$ cat src/rtl/sorted_list_insert_delete_defines.svh
// assertion macros for the sorted list block
`ifndef SORTED_LIST_INSERT_DELETE_DEFINES_SVH
`define SORTED_LIST_INSERT_DELETE_DEFINES_SVH

// condition that holds at every clock edge out of reset
`define SLI_ASSERT_ALWAYS(label, cond, msg) \
    label: assert property (@(posedge aclk) disable iff (!aresetn) (cond)) else $error(msg);

// consequent checked at the same edge as the antecedent
`define SLI_ASSERT_SAME(label, ante, cons, msg) \
    label: assert property (@(posedge aclk) disable iff (!aresetn) (ante) |-> (cons)) \
        else $error(msg);

// consequent checked at the clock edge after the antecedent
`define SLI_ASSERT_NEXT(label, ante, cons, msg) \
    label: assert property (@(posedge aclk) disable iff (!aresetn) (ante) |=> (cons)) \
        else $error(msg);

`endif

$ cat src/rtl/sli_pkg.sv
// shared constants, types and helpers for the sorted list block
`timescale 1ns / 1ps
`default_nettype none

package sli_pkg;

    localparam int CAPACITY = 1024;
    localparam int IDX_W    = (CAPACITY > 1) ? $clog2(CAPACITY) : 1;
    localparam int CNT_W    = $clog2(CAPACITY + 1);
    localparam int GRP_SIZE = 32;
    localparam int GRP_W    = 5;
    localparam int NUM_GRP  = (CAPACITY + GRP_SIZE - 1) / GRP_SIZE;
    localparam int GSEL_W   = (NUM_GRP > 1) ? $clog2(NUM_GRP) : 1;
    localparam int POS_W    = GSEL_W + GRP_W;
    localparam int PAD_W    = NUM_GRP * GRP_SIZE;

    localparam logic [1:0] REQ_INSERT = 2'd0;
    localparam logic [1:0] REQ_DELETE = 2'd1;
    localparam logic [1:0] REQ_LOOKUP = 2'd2;
    localparam logic [1:0] REQ_CLEAR  = 2'd3;

    localparam logic [1:0] STAT_OK       = 2'd0;
    localparam logic [1:0] STAT_FULL     = 2'd1;
    localparam logic [1:0] STAT_NOTFOUND = 2'd2;

    typedef enum logic [2:0] {
        ST_IDLE,
        ST_CMP,
        ST_ENC1,
        ST_ENC2,
        ST_APPLY
    } sli_state_t;

    typedef struct packed {
        logic cmp_en;
        logic ins_sel;
        logic do_ins;
        logic do_del;
    } sli_ctl_t;

    // binary index of the set bit in a one-hot group
    function automatic logic [GRP_W-1:0] grp_encode(input logic [GRP_SIZE-1:0] onehot);
        logic [GRP_W-1:0] res;
        res = '0;
        for (int k = 0; k < GRP_SIZE; k++) begin
            if (onehot[k]) begin
                res = res | GRP_W'(k);
            end
        end
        return res;
    endfunction

endpackage

`default_nettype wire

$ cat src/rtl/sli_cell.sv
// one storage cell of the sorted row: entry, compare flags and shift mux
`timescale 1ns / 1ps
`default_nettype none

module sli_cell (
    input  wire                          aclk,
    input  wire sli_pkg::sli_ctl_t       ctl,
    input  wire logic signed [31:0]      value,
    input  wire logic [sli_pkg::CNT_W-1:0] count,
    input  wire logic [sli_pkg::IDX_W-1:0] cell_idx,
    input  wire logic signed [31:0]      left_entry,
    input  wire logic                    left_flag,
    input  wire logic signed [31:0]      right_entry,
    output logic signed [31:0]           entry,
    output logic                         flag,
    output logic                         first,
    output logic                         eq
);

    logic signed [31:0] entry_reg;
    logic signed [31:0] entry_next;
    logic               flag_reg;
    logic               flag_next;
    logic               eq_reg;
    logic               eq_next;
    logic               occ;
    logic               cmp_hit;

    assign occ     = count > sli_pkg::CNT_W'(cell_idx);
    assign cmp_hit = ctl.ins_sel ? (entry_reg <= value) : (entry_reg < value);

    always_comb begin
        flag_next = !(occ && cmp_hit);
        eq_next   = occ && (entry_reg == value);
    end

    always_comb begin
        entry_next = entry_reg;
        if (ctl.do_ins) begin
            if (left_flag) begin
                entry_next = left_entry;
            end else if (flag_reg) begin
                entry_next = value;
            end
        end else if (ctl.do_del && flag_reg) begin
            entry_next = right_entry;
        end
    end

    always_ff @(posedge aclk) begin
        entry_reg <= entry_next;
        if (ctl.cmp_en) begin
            flag_reg <= flag_next;
            eq_reg   <= eq_next;
        end
    end

    assign entry = entry_reg;
    assign flag  = flag_reg;
    assign first = flag_reg & ~left_flag;
    assign eq    = eq_reg;

endmodule

`default_nettype wire

$ cat config.mk
export PLATFORM = sky130hd
export DESIGN_NAME = sli_cell
export DESIGN_NICKNAME = d
export VERILOG_FILES = /design/src/rtl/sorted_list_insert_delete_defines.svh /design/src/rtl/sli_pkg.sv /design/src/rtl/sli_cell.sv
export SDC_FILE = /design/constraint.sdc
export NUM_CORES = 1
export LEC_CHECK = 0
export ABC_AREA = 1
export BUFFER_PORTS_ARGS = -buffer_cell sky130_fd_sc_hd__buf_2
export CAP_MARGIN = 20
export CORE_MARGIN = 3
export CORE_UTILIZATION = 46
export CTS_BUF_LIST = sky130_fd_sc_hd__clkbuf_8
export DETAILED_ROUTE_END_ITERATION = 12
export GPL_TIMING_DRIVEN = 0
export HOLD_SLACK_MARGIN = 0.05
export PLACE_DENSITY = 0.87
export SYNTH_ARGS = -nofsm -noshare
export SYNTH_HDL_FRONTEND = slang
export SYNTH_SLANG_ARGS = --single-unit
$ cat constraint.sdc
create_clock -name aclk -period 4 [get_ports aclk]
set_input_delay 0.8 -clock aclk [delete_from_list [all_inputs] [get_ports aclk]]
set_output_delay 0.8 -clock aclk [all_outputs]
set_load 0.01 [all_outputs]
==> impl_metrics.yaml <==
critical_path:
  crit_fanout: 10
  required_ns: 3.20
  cp.arrival_ns: 1.67
  r2r_slack_ns: 2.09
  slowest_stage: "clkbuf_1"
  reg2reg_to: "flag"
  crit_top_cell: "buf_2"
  cp.depth: 4
  max_stage_delay_ns: 0.44
  r2r_cells: 9
  crit_chain: "buf_2, clkbuf_1, nor2_1, buf_2"
  timing.rr.start: "entry[31]"
  path_buf_inv: 3
  critical_path_class: "primary input to output port"
  crit_family: "buffers and inverters"
  cp-start-kind: "primary input"
  crit_path_end_kind: "output port"
placed_design:
  dp_hpwl_um: 6913
  dp.cells: 599
  gp_congestion: 0.8641
  io_buffers: 155
  place_area_um2: 3735
clock_tree:
  postCtsHoldBufs: 0
  postCtsSetupRepairBufs: 0
  cts_buffers: 5
  worst_skew_pair.late_latency_ns: 0.29
  h-tree-depth: 2
  cts_resized: 0
  cts_root_buffer: "clkbuf_8"
  cts.clk_slew.worst_paths_ns: 0.08
  cts_tree: "built"
  clk_path_buf_depth: 2
  cts.sinks: 34
synth:
  avgSynthCellArea_um2: 7.618
  synth_area_leaders: "edfxtp_1 36%, ha_1 19%, nand2_1 14%, a31oi_1 7.3%, inv_1 7.3%"
  yosysSeqAreaShare: 0.3612
  synth_area_um2: 2826
  yosys_most_used_dff: "edfxtp_1"
  syn-num-nets: 536
  synthCells: 371
  postSynth.asyncResetShare: 0
  synth_cell_types: 22
  synth_edf_count: 34
  synth_seq_cells: 34
  synth_largest_area_cell: "edfxtp_1"
  ys_warn_count: 0
  synth_top_area_share: 0.3612
global_routing:
  grt_pass1_wl_um: 13540
  antenna_found_initial: 0
  grt_max_degree: 21
  grt_pass1_vias: 3109
  track_usage: 0.2319
  grt-ovfl-total: 0
floorplanning:
  die_w_um: 84.39
  ios: 158
  start_util: 0.4951
  die_h_um: 84.39
  dieArea_um2: 7121
  core_um2: 5709
  row_count: 27
power:
  leakage_nw: 2.085
  clkPwrFrac: 0.237
  ir_worst_vdd_mv: 0.1589
  p_int_mw: 0.7204
  switching_share: 0.3293
  power_density_nw_per_um2: 281.2
  switchingPower_mw: 0.3536
  comb_power_share: 0.332
  pwr-share-seq: 0.431
route:
  vias: 3042
  firstDrtPassIters: 4
  wl_per_cell_um: 13.73
  wirelength_um: 8333
  viasPerCell: 5.012
  drc: 0
  final_antenna_net_count: 0
  drt_iter0_markers: 100
worst_hold_path:
  hold_end: "flag"
  whs_path_depth: 1
  worstHoldPathType: "primary input to register"
  min_from: "ctl[3]"
layout:
  most-common-layout-cells: "160 x buf_2, 106 x nand2_1, 55 x inv_1"
  nNetsFinal: 699
  final_common_cell: "buf_2"
  largest_reg_flops: 32
  drive_gt1_frac: 0.3252
  instances_no_fill: 607
  final_util: 0.6691
  antennaDiodeCount: 0
  area_delta_synth_final_pct: 35.15
  design_area_um2: 3820
timing:
  max_freq_ghz: 0.4049
  setup_viol: 0
  worst_slew_pin_slew_ns: 0.5987
  hold_slack_ns: 0.7286
  drv_slew: 0
  finalHoldViolations: 0
  clock_skew_ns: 0.006640
  relSlewSlack: 0.6009
  final.min_clock_period_ns: 2.470
  finalCritPeriodShare: 0.6175
  rsz0062_at_grt: "false"
run_status:
  status: "finished, final reports clean"
job:
  cap_violations: 0
[layer usage]
metal	track usage	vias to the layer above	part of all wire	wire length [µm]
met1	0.2703	1335	0.41	3394
met3	0.04809	10	0.081	672
met2	0.4232	137	0.50	4136
li1	-	1560	-	-
met4	0.07482	0	0.016	130
met5	0	-	0	0
[logic make-up after synthesis]
family	count (synthesis)	share of synthesized area
and+or+nand+nor	162	0.2271
buffers and inverters	71	0.09650
AOI/OAI and AO/OA	62	0.1293
adders and majority gates	42	0.1859
DFF	34	0.3612
[per-stage QoR]
step	setup TNS [ns]	setup slack, ns	total power [mW]
4_1_cts	0	1.519	1.081
6_report	0	1.530	1.074
2_1_floorplan	0	0.5359	0.6669
3_3_place_gp	-12.72	-0.3988	0.8055
5_1_grt	0	1.465	1.147
3_5_place_dp	0	1.506	0.8284
[power by group through the flow]
| stage | Sequential, mW | Combinational, mW | Clock, mW |
|---|---|---|---|
| final | 0.463 | 0.357 | 0.254 |
| after floorplan | 0.489 | 0.178 | 0 |
| after global routing | 0.468 | 0.404 | 0.275 |
| after detailed placement | 0.471 | 0.357 | 0 |
| after CTS | 0.463 | 0.359 | 0.258 |
| after global placement | 0.471 | 0.334 | 0 |
[cells in the mapped netlist (3+ instances only)]
library cell,n
buf_2,5
o21ai_0,4
nand4_1,3
a31oi_1,33
clkbuf_1,9
a21oi_1,19
inv_1,55
edfxtp_1,34
nand3_1,4
nand2_1,106
nor2_1,44
ha_1,42
[worst max path at each step]
| stage | startpoint | endpoint |
|---|---|---|
| floorplan | left_flag | entry[0] |
| global placement | left_flag | entry[13] |
| detailed placement | left_flag | entry[13] |
| CTS | left_flag | first |
| global route | left_flag | first |
| finish | left_flag | first |
[final cells by class]
| cell class | instances | area, µm² |
|---|---|---|
| Sequential cell | 34 | 1021 |
| Timing Repair Buffer | 156 | 803.3 |
| Clock buffer | 5 | 68.82 |
| Multi-Input combinational cell | 266 | 1548 |
| Inverter | 57 | 214.0 |
| Buffer | 14 | 58.81 |
| Fill cell | 507 | 1889 |
| Tap cell | 72 | 90.09 |
| Clock inverter | 3 | 16.27 |
No activity file was read; power rests on OpenSTA's default activity.
